File: src/rtl/mrof_pkg.sv
// Shared types, sizes and codes of the multi-ring overwrite FIFO.
package mrof_pkg;

  localparam int NUM_RINGS   = 4;
  localparam int RING_DEPTH  = 256;
  localparam int DATA_WIDTH  = 8;

  localparam int LEN_REGS    = 4;
  localparam int ENABLE_BITS = 4;

  localparam int OP_W        = 1;
  localparam int RING_IDX_W  = 2;
  localparam int BYTE_W      = 8;
  localparam int STATUS_W    = 2;
  localparam int LEN_W       = 9;
  localparam int CFG_IDX_W   = 3;

  localparam int PTR_W       = (RING_DEPTH > 1) ? $clog2(RING_DEPTH) : 1;
  localparam int LEN_EFF_W   = PTR_W + 1;
  localparam int LREG_W      = (LEN_W > LEN_EFF_W) ? LEN_W : LEN_EFF_W;
  localparam int ADDR_W      = $clog2(NUM_RINGS * RING_DEPTH);

  typedef enum logic [OP_W-1:0] {
    OP_PUSH = 1'b0,
    OP_POP  = 1'b1
  } op_t;

  typedef enum logic [STATUS_W-1:0] {
    STATUS_DONE     = 2'd0,
    STATUS_EMPTY    = 2'd1,
    STATUS_DISABLED = 2'd2
  } status_t;

  typedef enum logic [CFG_IDX_W-1:0] {
    REG_ENABLE = 3'd0,
    REG_LEN_0  = 3'd1,
    REG_LEN_1  = 3'd2,
    REG_LEN_2  = 3'd3,
    REG_LEN_3  = 3'd4
  } cfg_reg_t;

  typedef struct packed {
    logic                  operation;
    logic [RING_IDX_W-1:0] ring_index;
    logic [BYTE_W-1:0]     write_data;
  } item_t;

  typedef struct packed {
    logic [NUM_RINGS-1:0]                enable;
    logic [NUM_RINGS-1:0]                clear;
    logic [NUM_RINGS-1:0][LEN_EFF_W-1:0] eff_len;
  } cfg_state_t;

  typedef struct packed {
    logic                  wr_en;
    logic [ADDR_W-1:0]     wr_addr;
    logic [DATA_WIDTH-1:0] wr_data;
    logic                  rd_en;
    logic                  rd_hit;
    logic [ADDR_W-1:0]     rd_addr;
  } store_req_t;

endpackage

File: src/rtl/mrof_ring_ctrl.sv
// Ring pointer state and the per-access push/pop decision.
module mrof_ring_ctrl (
  input  logic                  clk,
  input  logic                  rst_n,
  input  logic                  go,
  input  mrof_pkg::item_t       item,
  input  mrof_pkg::cfg_state_t  cfg_state,
  output mrof_pkg::store_req_t  store_req,
  output mrof_pkg::status_t     status
);

  logic [mrof_pkg::NUM_RINGS-1:0][mrof_pkg::PTR_W-1:0] wp_r, wp_nxt;
  logic [mrof_pkg::NUM_RINGS-1:0][mrof_pkg::PTR_W-1:0] rp_r, rp_nxt;
  logic [mrof_pkg::NUM_RINGS-1:0]                      full_r, full_nxt;

  logic                           sel_on;
  logic [mrof_pkg::PTR_W-1:0]     sel_wp;
  logic [mrof_pkg::PTR_W-1:0]     sel_rp;
  logic                           sel_full;
  logic [mrof_pkg::LEN_EFF_W-1:0] sel_len;
  logic [mrof_pkg::PTR_W-1:0]     wp_adv;
  logic [mrof_pkg::PTR_W-1:0]     rp_adv;
  logic                           is_pop;
  logic                           not_empty;

  function automatic logic [mrof_pkg::PTR_W-1:0] step_ptr(
    input logic [mrof_pkg::PTR_W-1:0]     ptr,
    input logic [mrof_pkg::LEN_EFF_W-1:0] len);
    logic [mrof_pkg::PTR_W:0] inc;
    inc = {1'b0, ptr} + 1'b1;
    return (inc >= len) ? '0 : inc[mrof_pkg::PTR_W-1:0];
  endfunction

  function automatic logic [mrof_pkg::ADDR_W-1:0] slot_addr(
    input logic [mrof_pkg::RING_IDX_W-1:0] ring,
    input logic [mrof_pkg::PTR_W-1:0]      ptr);
    return mrof_pkg::ADDR_W'(int'(ring) * mrof_pkg::RING_DEPTH + int'(ptr));
  endfunction

  // Select the addressed ring; an index past the last ring reads as disabled.
  always_comb begin
    sel_on   = 1'b0;
    sel_wp   = '0;
    sel_rp   = '0;
    sel_full = 1'b0;
    sel_len  = mrof_pkg::LEN_EFF_W'(1);
    for (int i = 0; i < mrof_pkg::NUM_RINGS; i++) begin
      if (int'(item.ring_index) == i) begin
        sel_on   = cfg_state.enable[i];
        sel_wp   = wp_r[i];
        sel_rp   = rp_r[i];
        sel_full = full_r[i];
        sel_len  = cfg_state.eff_len[i];
      end
    end
  end

  assign is_pop    = (item.operation == mrof_pkg::OP_POP);
  assign not_empty = (sel_wp != sel_rp) || sel_full;
  assign wp_adv    = step_ptr(sel_wp, sel_len);
  assign rp_adv    = step_ptr(sel_rp, sel_len);

  always_comb begin
    if (!sel_on) begin
      status = mrof_pkg::STATUS_DISABLED;
    end else if (is_pop && !not_empty) begin
      status = mrof_pkg::STATUS_EMPTY;
    end else begin
      status = mrof_pkg::STATUS_DONE;
    end
  end

  always_comb begin
    store_req.wr_en   = go && sel_on && !is_pop;
    store_req.wr_addr = slot_addr(item.ring_index, sel_wp);
    store_req.wr_data = mrof_pkg::DATA_WIDTH'(item.write_data);
    store_req.rd_en   = go;
    store_req.rd_hit  = sel_on && is_pop && not_empty;
    store_req.rd_addr = slot_addr(item.ring_index, sel_rp);
  end

  always_comb begin
    wp_nxt   = wp_r;
    rp_nxt   = rp_r;
    full_nxt = full_r;
    for (int i = 0; i < mrof_pkg::NUM_RINGS; i++) begin
      if (go && sel_on && int'(item.ring_index) == i) begin
        if (!is_pop) begin
          wp_nxt[i] = wp_adv;
          if (!sel_full) begin
            full_nxt[i] = (wp_adv == sel_rp);
          end else begin
            // Full ring: the oldest byte is overwritten, so the read side follows.
            rp_nxt[i] = wp_adv;
          end
        end else if (not_empty) begin
          rp_nxt[i]   = rp_adv;
          full_nxt[i] = 1'b0;
        end
      end
      if (cfg_state.clear[i]) begin
        wp_nxt[i]   = '0;
        rp_nxt[i]   = '0;
        full_nxt[i] = 1'b0;
      end
    end
  end

  always_ff @(posedge clk) begin
    if (!rst_n) begin
      wp_r   <= '0;
      rp_r   <= '0;
      full_r <= '0;
    end else begin
      wp_r   <= wp_nxt;
      rp_r   <= rp_nxt;
      full_r <= full_nxt;
    end
  end

endmodule

File: config.mk
export PLATFORM = sky130hd
export DESIGN_NAME = mrof_ring_ctrl
export DESIGN_NICKNAME = d
export VERILOG_FILES = /design/src/rtl/mrof_pkg.sv /design/src/rtl/mrof_ring_ctrl.sv
export SDC_FILE = /design/constraint.sdc
export NUM_CORES = 1
export LEC_CHECK = 0
export BUFFER_PORTS_ARGS = -buffer_cell sky130_fd_sc_hd__buf_2
export CORE_ASPECT_RATIO = 2
export CORE_MARGIN = 3
export CORE_UTILIZATION = 50
export CTS_CLUSTER_DIAMETER = 40
export CTS_CLUSTER_SIZE = 20
export DETAILED_ROUTE_END_ITERATION = 16
export PLACE_DENSITY = 0.74
export SYNTH_ARGS = -nofsm -noshare
export SYNTH_HDL_FRONTEND = slang
export SYNTH_SLANG_ARGS = --single-unit
File: constraint.sdc
create_clock -name clk -period 11.8 [get_ports clk]
set_clock_uncertainty 0.05 [all_clocks]
set_input_delay 0.59 -clock clk [delete_from_list [all_inputs] [get_ports clk]]
set_output_delay 0.59 -clock clk [all_outputs]
set_load 0.05 [all_outputs]
==> flow_metrics.tcl <==
set metrics [dict create \
    hpwl_mm 9.831 \
    avgSynthCellArea_um2 9.365 \
    syn-cell-area_mm2 0.004402 \
    grt_pass1_vias 4096 \
    drt_iter0_markers 316 \
    p_seq_share_pct 38.1 \
    ant_nets 0 \
    vdd.ir_drop.worst_mv 0.09430 \
    die_y_um 138.7 \
    path_buf_inv 2 \
    ys_types 51 \
    preCtsSetupSlack_ps 5963 \
    grt_max_degree 40 \
    critPathKind "in2reg" \
    power_mw 0.6032 \
    cap_violations 0 \
    p_int_mw 0.4604 \
    cp-end-kind "flip-flop" \
    yosysWarnings 0 \
    fillers 748 \
    worstMarginPinSlew_ps 949.2 \
    die-area_mm2 0.01003 \
    drcViolationCount 0 \
    htree_levels 3 \
    port_buffers 74 \
    cts.sinks 68 \
    r2r_end "full_r[2]" \
    dpl_cell_area_mm2 0.004619 \
    cts_repair_resize_count 0 \
    holdBufCountCts 0 \
    power.share.clock_pct 52.0 \
    diodes 0 \
    ys_top_cells_by_area "dfxtp_1 (31%), mux4_2 (11%), nor2_1 (8.3%)" \
    tritoncts "done" \
    synth_edf_count 0 \
    yosysMostFrequentCell "nor2_1" \
    min_path_cells 2 \
    status "finished clean" \
    crit_chain "buf_2 > mux4_2 > ha_1 > xnor2_1 > inv_1 > ha_1 > nor2_1 > nor2_1 > a2111oi_0 > nor2_1 > a2111oi_0 > a211o_1 > nand4_1 > a211oi_1" \
    use_met2_pct 45.98 \
    rrSetupSlack_ps 6960 \
    cts_made_buffers 9 \
    clkTransAtPathRegs_ps 60 \
    finalInstanceArea_mm2 0.004969 \
    min_period_over_period_pct 47.40 \
    vias 3997 \
    seq_area_frac_synth_pct 30.93 \
    synth_top_area_share_pct 30.93 \
    hold_slack_ps 444.8 \
    avgRoutedWirePerCell_um 21.48 \
    fin_tns_setup_ps 0 \
    io_pins 91 \
    rows 47 \
    post-cts-setup-buffers 0 \
    dr.pass1.iters 5 \
    worstSkewPairLatency_ps 340 \
    gr-total-overflow 0 \
    globalplace.congestion 0.9545 \
    max_freq_mhz 178.8 \
    multi_input_area_mm2 0.002705 \
    slew_headroom_pct 36.72 \
    finalSetupViolCount 0 \
    ys_ff_latch 68 \
    max_stage_delay_ps 760 \
    antenna_found_initial 0 \
    synthCells 470 \
    start_util_pct 52.34 \
    clockBufferDepth 2 \
    min_path_type "reg2reg" \
    cellLeakagePower_nw 2.055 \
    top_usage_layer "met2" \
    fin_cells 613 \
    async_reset_ff_share_pct 0 \
    crit_required_ps 11970 \
    crit_fanout 39 \
    maxSlewViolCount 0 \
    via_per_inst 6.520 \
    min-delay-start "wp_r[14]" \
    cpMaxStageDelayCell "mux4_2" \
    synth_ff_type "dfxtp_1" \
    grt_use_met1_pct 27.35 \
    die_w_um 72.35 \
    syn_nets 548 \
    drive_above_1_share_pct 24.27 \
    reg2regPathDepth 13 \
    wirelength_mm 13.17 \
    hold_path_end "wp_r[14]" \
    track_usage_pct 26.23 \
    grt_pass1_wl_mm 20.38 \
    grt_setup_unrepaired "false" \
    arrival_ps 5770 \
    power_density_mw_per_mm2 121.4 \
    start_kind "primary input" \
    fin_util_pct 59.08 \
    finalWorstSetupSlack_ps 6206 \
    power_switching_mw 0.1428 \
    ff_latch_area_mm2 0.001361 \
    netlist_top_cells_count "nor2_1 (97), dfxtp_1 (68), a211oi_1 (37), a22oi_1 (28), mux4_2 (22)" \
    p_comb_share_pct 9.8 \
    hold_viol_final 0 \
    ctsRootBufferMaster "clkbuf_16" \
    critPathTopFamily "compound AO/OA/AOI/OAI gates" \
    swShare_pct 23.68 \
    met3_usage_pct 3.120 \
    fin_crit_ps 5594 \
    cpMostUsedCell "nor2_1" \
    regToRegStartpoint "wp_r[24]" \
    placed_cells 597 \
    fin_nets 588 \
    syn2layout_area_growth_pct 12.88 \
    yosys.area.top_type "dfxtp_1" \
    core_area_mm2 0.008409 \
]
==> power groups by stage <==
| stage | sequential, mW | clock [mW] | combinational, mW |
|---|---|---|---|
| finish | 0.230 | 0.314 | 0.0593 |
| global route | 0.230 | 0.321 | 0.0638 |
| CTS | 0.230 | 0.312 | 0.0592 |
| detailed placement | 0.235 | 0 | 0.0589 |
| global placement | 0.235 | 0 | 0.0582 |
| floorplan | 0.235 | 0 | 0.0483 |
==> tightest hold or removal path: stages (launching register included) <==
cell and delay (ps):
dfxtp_1 320, a22oi_1 60, nor2_1 70
==> flip-flops by register name, indices dropped and copies added, names as in the netlist <==
name	count
wp_r	32
full_r	4
rp_r	32
==> cell families (layout without fill, tap and decap cells) <==
logic type | after synthesis | count (layout) | synth area share, %
mux | 32 | 32 | 15.75
compound gates | 102 | 102 | 17.88
buf+inv | 60 | 105 | 7.618
xor+xnor | 20 | 20 | 4.292
flops | 68 | 68 | 30.93
simple gates | 168 | 168 | 17.85
fa+ha+maj | 20 | 20 | 5.685
==> metal layers <==
layer / routed length (µm) / vias to the layer above
li1: - / 1803
met1: 4550 / 1891
met2: 6954 / 230
met3: 849 / 73
met4: 816 / 0
met5: 0 / -
==> worst max-delay path by stage <==
stage | startpoint | endpoint | slack [ps] | depth (start not counted)
4_1_cts | item[9] | full_r[2] | 6260 | 14
3_3_place_gp | item[9] | rp_r[6] | 6000 | 14
2_1_floorplan | item[8] | rp_r[13] | 7230 | 15
5_1_grt | item[9] | full_r[1] | 5760 | 15
3_5_place_dp | item[9] | full_r[1] | 5960 | 14
6_report | item[9] | full_r[2] | 6210 | 14
==> layout by cell type, fill, tap and decap left out, types with 4 or more instances in the layout <==
| cell type | instances |
|---|---|
| nor2_1 | 97 |
| buf_2 | 74 |
| dfxtp_1 | 68 |
| a211oi_1 | 37 |
| a22oi_1 | 28 |
| mux4_2 | 22 |
| ha_1 | 20 |
| xor2_1 | 15 |
| nand3_1 | 14 |
| inv_1 | 14 |
| nand2b_1 | 10 |
| nand2_1 | 9 |
| clkbuf_16 | 9 |
| nor2b_1 | 8 |
| o211ai_1 | 8 |
| mux4_1 | 5 |
| and3_1 | 5 |
| nand4_1 | 5 |
| a21o_1 | 5 |
| xnor2_1 | 4 |
| a21oi_1 | 4 |
| o21ai_0 | 4 |
| a32oi_1 | 4 |
| nor2_2 | 4 |
==> final cells by class <==
| type | count | area share (%) |
|---|---|---|
| multi-input combinational | 342 | 54.44 |
| inverter | 14 | 1.058 |
| clock inverter | 7 | 2.493 |
| clock buffer | 9 | 4.533 |
| timing repair buffer | 75 | 7.605 |
| sequential | 68 | 27.40 |
| tap | 98 | 2.468 |
(Power assumes the default switching activity.)
