$ cat config.mk
export PLATFORM = sky130hd
export DESIGN_NAME = mrof_regs_flat
export DESIGN_NICKNAME = d
export VERILOG_FILES = /design/src/rtl/mrof_pkg.sv /design/src/rtl/mrof_cfg_if.sv /design/src/rtl/mrof_regs.sv /design/src/flat_wrapper.sv
export SDC_FILE = /design/constraint.sdc
export NUM_CORES = 1
export LEC_CHECK = 0
export ABC_AREA = 1
export BUFFER_PORTS_ARGS = -buffer_cell sky130_fd_sc_hd__buf_2
export CAP_MARGIN = 0
export CORE_ASPECT_RATIO = 0.8
export CORE_UTILIZATION = 54
export DETAILED_ROUTE_END_ITERATION = 10
export GPL_TIMING_DRIVEN = 1
export MAX_ROUTING_LAYER = met4
export PLACE_DENSITY = 0.91
export SLEW_MARGIN = 20
export SYNTH_ARGS = -nofsm -noshare
export SYNTH_HDL_FRONTEND = slang
export SYNTH_SLANG_ARGS = --single-unit
export TNS_END_PERCENT = 10
$ cat constraint.sdc
create_clock -name clk -period 2.9 [get_ports clk]
set_input_delay 0.58 -clock clk [delete_from_list [all_inputs] [get_ports clk]]
set_output_delay 0.58 -clock clk [all_outputs]
set_load 0.03 [all_outputs]
$ cat src/rtl/mrof_pkg.sv
// Shared types, sizes and codes of the multi-ring overwrite FIFO.
package mrof_pkg;

  localparam int NUM_RINGS   = 4;
  localparam int RING_DEPTH  = 256;
  localparam int DATA_WIDTH  = 8;

  localparam int LEN_REGS    = 4;
  localparam int ENABLE_BITS = 4;

  localparam int OP_W        = 1;
  localparam int RING_IDX_W  = 2;
  localparam int BYTE_W      = 8;
  localparam int STATUS_W    = 2;
  localparam int LEN_W       = 9;
  localparam int CFG_IDX_W   = 3;

  localparam int PTR_W       = (RING_DEPTH > 1) ? $clog2(RING_DEPTH) : 1;
  localparam int LEN_EFF_W   = PTR_W + 1;
  localparam int LREG_W      = (LEN_W > LEN_EFF_W) ? LEN_W : LEN_EFF_W;
  localparam int ADDR_W      = $clog2(NUM_RINGS * RING_DEPTH);

  typedef enum logic [OP_W-1:0] {
    OP_PUSH = 1'b0,
    OP_POP  = 1'b1
  } op_t;

  typedef enum logic [STATUS_W-1:0] {
    STATUS_DONE     = 2'd0,
    STATUS_EMPTY    = 2'd1,
    STATUS_DISABLED = 2'd2
  } status_t;

  typedef enum logic [CFG_IDX_W-1:0] {
    REG_ENABLE = 3'd0,
    REG_LEN_0  = 3'd1,
    REG_LEN_1  = 3'd2,
    REG_LEN_2  = 3'd3,
    REG_LEN_3  = 3'd4
  } cfg_reg_t;

  typedef struct packed {
    logic                  operation;
    logic [RING_IDX_W-1:0] ring_index;
    logic [BYTE_W-1:0]     write_data;
  } item_t;

  typedef struct packed {
    logic [NUM_RINGS-1:0]                enable;
    logic [NUM_RINGS-1:0]                clear;
    logic [NUM_RINGS-1:0][LEN_EFF_W-1:0] eff_len;
  } cfg_state_t;

  typedef struct packed {
    logic                  wr_en;
    logic [ADDR_W-1:0]     wr_addr;
    logic [DATA_WIDTH-1:0] wr_data;
    logic                  rd_en;
    logic                  rd_hit;
    logic [ADDR_W-1:0]     rd_addr;
  } store_req_t;

endpackage

$ cat src/rtl/mrof_cfg_if.sv
// Configuration write channel: register index and write data.
interface mrof_cfg_if;
  logic                           valid;
  logic                           ready;
  logic [mrof_pkg::CFG_IDX_W-1:0] index;
  logic [mrof_pkg::LEN_W-1:0]     data;

  modport source (output valid, output index, output data, input ready);
  modport sink   (input valid, input index, input data, output ready);
endinterface

$ cat src/rtl/mrof_regs.sv
// Configuration registers: enable mask, ring lengths and ring clear requests.
module mrof_regs (
  input  logic                  clk,
  input  logic                  rst_n,
  mrof_cfg_if.sink              cfg_ch,
  output mrof_pkg::cfg_state_t  cfg_state
);

  logic [mrof_pkg::ENABLE_BITS-1:0]                    en_r;
  logic [mrof_pkg::ENABLE_BITS-1:0]                    en_nxt;
  logic [mrof_pkg::LEN_REGS-1:0][mrof_pkg::LREG_W-1:0] len_r;
  logic [mrof_pkg::LEN_REGS-1:0][mrof_pkg::LREG_W-1:0] len_nxt;
  logic                                                wr;
  logic [mrof_pkg::NUM_RINGS-1:0]                      clear_req;

  // A length of zero behaves as one slot; anything beyond the ring depth as the depth.
  function automatic logic [mrof_pkg::LEN_EFF_W-1:0] clamp_len(
    input logic [mrof_pkg::LREG_W-1:0] len);
    logic [mrof_pkg::LEN_EFF_W-1:0] res;
    if (len == '0) begin
      res = mrof_pkg::LEN_EFF_W'(1);
    end else if (32'(len) > 32'(mrof_pkg::RING_DEPTH)) begin
      res = mrof_pkg::LEN_EFF_W'(mrof_pkg::RING_DEPTH);
    end else begin
      res = mrof_pkg::LEN_EFF_W'(len);
    end
    return res;
  endfunction

  assign cfg_ch.ready = 1'b1;
  assign wr           = cfg_ch.valid;

  always_comb begin
    en_nxt  = en_r;
    len_nxt = len_r;
    if (wr && cfg_ch.index == mrof_pkg::REG_ENABLE) begin
      en_nxt = cfg_ch.data[mrof_pkg::ENABLE_BITS-1:0];
    end
    for (int i = 0; i < mrof_pkg::LEN_REGS; i++) begin
      if (wr && cfg_ch.index == mrof_pkg::CFG_IDX_W'(int'(mrof_pkg::REG_LEN_0) + i)) begin
        len_nxt[i] = mrof_pkg::LREG_W'(cfg_ch.data);
      end
    end
  end

  // Clear a ring when its enable bit rises or its length is written.
  always_comb begin
    clear_req = '0;
    for (int r = 0; r < mrof_pkg::NUM_RINGS; r++) begin
      if (r < mrof_pkg::ENABLE_BITS) begin
        if (wr && cfg_ch.index == mrof_pkg::REG_ENABLE &&
            cfg_ch.data[r] && !en_r[2'(r)]) begin
          clear_req[r] = 1'b1;
        end
      end
      if (r < mrof_pkg::LEN_REGS) begin
        if (wr && cfg_ch.index == mrof_pkg::CFG_IDX_W'(int'(mrof_pkg::REG_LEN_0) + r)) begin
          clear_req[r] = 1'b1;
        end
      end
    end
  end

  assign cfg_state.clear = clear_req;

  for (genvar r = 0; r < mrof_pkg::NUM_RINGS; r++) begin : g_ring
    if (r < mrof_pkg::ENABLE_BITS) begin : g_en
      assign cfg_state.enable[r] = en_r[r];
    end else begin : g_no_en
      assign cfg_state.enable[r] = 1'b0;
    end
    if (r < mrof_pkg::LEN_REGS) begin : g_len
      assign cfg_state.eff_len[r] = clamp_len(len_r[r]);
    end else begin : g_no_len
      assign cfg_state.eff_len[r] = mrof_pkg::LEN_EFF_W'(mrof_pkg::RING_DEPTH);
    end
  end

  always_ff @(posedge clk) begin
    if (!rst_n) begin
      en_r  <= '0;
      len_r <= {mrof_pkg::LEN_REGS{mrof_pkg::LREG_W'(mrof_pkg::RING_DEPTH)}};
    end else begin
      en_r  <= en_nxt;
      len_r <= len_nxt;
    end
  end

endmodule

$ cat src/flat_wrapper.sv
// flat-port wrapper written by rule: the top's interface ports become plain ports
module mrof_regs_flat 
  (clk, rst_n, cfg_state, cfg_ch_valid, cfg_ch_index, cfg_ch_data, cfg_ch_ready);
  mrof_cfg_if cfg_ch_i ();
  input  logic clk;
  input  logic rst_n;
  output mrof_pkg::cfg_state_t cfg_state;
  input wire logic [$bits(cfg_ch_i.valid)-1:0] cfg_ch_valid;
  input wire logic [$bits(cfg_ch_i.index)-1:0] cfg_ch_index;
  input wire logic [$bits(cfg_ch_i.data)-1:0] cfg_ch_data;
  output wire logic [$bits(cfg_ch_i.ready)-1:0] cfg_ch_ready;
  assign cfg_ch_i.valid = cfg_ch_valid;
  assign cfg_ch_i.index = cfg_ch_index;
  assign cfg_ch_i.data = cfg_ch_data;
  assign cfg_ch_ready = cfg_ch_i.ready;
  mrof_regs u_core (.clk(clk), .rst_n(rst_n), .cfg_ch(cfg_ch_i), .cfg_state(cfg_state));
endmodule
==> qor.csv <==
stage,metric,value,unit
logic_synthesis,instance count of the mapped netlist,303,
logic_synthesis,yosys synthesis warning count,0,
logic_synthesis,fraction of the yosys area taken by sequential cells,0.419,
global_routing,maximum number of pins on one net before global-route repair,40,
logic_synthesis,post-synth top area cell,dfxtp_1,
logic_synthesis,net count of the mapped netlist,318,
sta,TNS Setup,0,ns
run,max-cap violation count,0,
power_and_ir_drop,worst supply voltage drop on vdd,389,uV
run_status,result of the run,finished clean,
global_routing,total congestion overflow after global routing,0,
detailed_routing,number of design-rule violations left by the first detailed-router iteration,122,
clocking,insertion delay of the later-clocked pin in the worst-skew pair,0.30,ns
die,Die ar.,0.00378,sq mm
sta,maximum operating frequency,445,MHz
setup_path,crit path kind,in -> out,
sta,period utilization,0.775,
layout,number of diodes,0,
setup_path,maximum single-stage delay on the critical path,0.23,ns
logic_synthesis,number of storage elements in the synthesis netlist,40,
global_routing,Tot GR Track Use,0.260,
clocking,post-cts resize count,0,
clocking,Clk Tree Root Cell,clkbuf_8,
global_routing,vias in the first global route,1591,
power_and_ir_drop,part of the power in the clock network,0.380,
setup_path,data required time of the critical path,2.32,ns
layout,final net count,370,
sta,number of endpoints with negative hold slack in the final report,0,
die,effective utilization at floorplan,0.594,
detailed_routing,via total after detailed routing,1903,
clocking,Hold Buf Count CTS,0,
clocking,number of buffers created by CTS,5,
place,final weighted congestion of routability-driven global placement,0.893,
sta,worst relative slew slack,0.619,
setup_path,chain of cells forming the critical path,buf_2 > nor2_1 > nand2_1 > inv_2 > nand2_1 > o21ai_1 > buf_2,
detailed_routing,drc violations,0,
place,# port buffers,58,
sta,slew of the pin with the lowest slew margin,0.571,ns
global_routing,number of antenna violations at the first check in global routing,0,
clocking,post-CTS setup buffers,0,
setup_path,Crit. path cell count,7,
setup_path,highest net fanout along the worst path,5,
setup_path,worst path buffer plus inverter count,3,
power_and_ir_drop,switching share of power,0.281,
min_path,kind of path behind the tightest hold check,reg -> reg,
global_routing,wire length of the first global-routing pass,7.09,mm
power_and_ir_drop,leakage power total,1.23,nW
die,horizontal die dimension,68.5,um
sta,RSZ-0062 raised after global routing,no,
logic_synthesis,portion of synthesized cell area occupied by the leading cell type,0.419,
logic_synthesis,synthesized area divided by synthesized cell count,6.31,sq um
place,cell area after placement,0.00216,sq mm
clocking,H-tree Lvls,2,
layout,Post-Layout Inst Area,0.00229,sq mm
die,number of placed I/O pins,60,
clocking,clock-pin slew on the worst setup and hold paths,0.07,ns
detailed_routing,drt total wl,4.33,mm
setup_path,cell family with the largest share of critical-path delay,buffers and inverters,
setup_path,capturing element type of the critical path,output pin,
logic_synthesis,synth top area cells,"dfxtp_1 (42%), nor2_1 (20%), nand2_1 (9.6%), inv_1 (8.6%), o21ai_0 (7.9%)",
sta,clock period minus worst slack,2.25,ns
logic_synthesis,total standard cell area after synthesis,0.00191,sq mm
clocking,number of buffers on the longest clock path,2,
layout,ratio of cells with drive above 1 in the final layout,0.197,
setup_path,type of element launching the critical path,input pin,
layout,"commonest non-fill, non-tap cell in the layout",nor2_1,
power_and_ir_drop,relative contribution of combinational cells to total power,0.158,
power_and_ir_drop,cell internal power dissipation,0.906,mW
sta,number of pins with negative max-slew slack in the final report,0,
die,Std-Cell Core Area,0.00322,sq mm
sta,maximum clock skew at final layout,0,ns
logic_synthesis,Yosys cell types,19,
power_and_ir_drop,part of the power in registers,0.462,
setup_path,cell with the largest stage delay on the worst path,buf_2,
power_and_ir_drop,ratio of total power to cell area,551,mW/mm^2
sta,count of endpoints failing setup in the final report,0,
min_path,number of instances on the worst hold path,2,
clocking,total clock sinks,40,
detailed_routing,ratio of routed vias to standard cells,4.81,
power_and_ir_drop,net switching power of the design,0.354,mW
detailed_routing,post-DR wirelength/cell,10.9,um
layout,number of fill cells in the layout,275,
setup_path,depth of the most critical reg-to-reg path,2,
setup_path,Critical Path AT,1.67,ns
die,number of standard-cell rows in the floorplan,18,
layout,most frequent cells in the layout,"nor2_1 (103), buf_2 (58), nand2_1 (49)",
place,HPWL after detailed placement,3.13,mm
layout,Layout Area Growth over Synthesis,19.6,%
detailed_routing,antenna-violating nets left,0,
clocking,CTS tree,built,
detailed_routing,Initial DRT Pass Iterations,4,
die,die span in y,55.2,um
[routing by layer]
layer	track usage	vias to the layer above	wire length, um
met5	-	-	0
met4	0.0625	0	25
met3	0.0620	4	351
met2	0.378	76	1790
met1	0.362	817	2160
li1	-	1006	-
[metrics by stage]
stage	std cells	setup slack [ns]	power, mW	hold slack (ns)	util
CTS	396	0.695	1.26	0.475	0.710
global placement	388	0.765	0.785	0.456	0.672
detailed placement	388	0.698	0.791	0.464	0.672
finish	396	0.653	1.26	0.477	0.710
global route	396	0.562	1.32	0.489	0.710
floorplan	303	0.857	0.737	0.444	-
[layout make-up]
type                            instances  area, sq um  area share
Multi-Input combinational cell        203          847       0.371
Sequential cell                        40          801       0.350
Timing Repair Buffer                   58          290       0.127
Inverter                               47          176      0.0772
Clock buffer                            6         82.6      0.0361
Tap cell                               40         50.0      0.0219
Clock inverter                          2         38.8      0.0170
[worst register-to-register path, stage by stage, from the launching register on]
cell,delay [ns]
dfxtp_1,0.43
inv_1,0.08
o211ai_1,0.19
[cells in the mapped netlist]
cell / count
a21oi_1: 9
buf_2: 1
buf_4: 2
buf_6: 4
clkbuf_1: 6
clkinv_1: 2
conb_1: 1
dfxtp_1: 40
inv_1: 44
inv_2: 1
nand2_1: 49
nand2_2: 1
nand3_1: 5
nand3_4: 1
nor2_1: 103
nor2_4: 1
o211ai_1: 1
o21ai_0: 30
o21ai_1: 2
[state kept, by name, summed over array words and instances, names as in the netlist]
signal / flops
u_core.en_r: 4
u_core.len_r: 36
[logic make-up after synthesis]
| logic type | share of synthesized area |
|---|---|
| and+or+nand+nor | 0.330 |
| buffers and inverters | 0.138 |
| other | 0.00196 |
| AOI/OAI and AO/OA | 0.111 |
| DFF | 0.419 |
[power groups by stage]
stage / Clock, mW / Combinational [mW] / Sequential [mW]
3_5_place_dp: 0 / 0.197 / 0.594
4_1_cts: 0.482 / 0.198 / 0.581
5_1_grt: 0.512 / 0.225 / 0.584
2_1_floorplan: 0 / 0.144 / 0.594
3_3_place_gp: 0 / 0.191 / 0.594
6_report: 0.479 / 0.199 / 0.582
[worst paths after layout]
kind | slack [ns] | to | from
worst min-delay path | 0.48 | u_core.len_r[32]$_SDFFE_PN0P_ | u_core.len_r[32]$_SDFFE_PN0P_
worst min register to register | 0.48 | u_core.len_r[32]$_SDFFE_PN0P_ | u_core.len_r[32]$_SDFFE_PN0P_
worst max register to register | 2.12 | u_core.len_r[35]$_SDFFE_PN1P_ | u_core.len_r[35]$_SDFFE_PN1P_
worst max-delay path | 0.65 | cfg_state[36] | cfg_ch_index[1]
(Power assumes the default switching activity.)
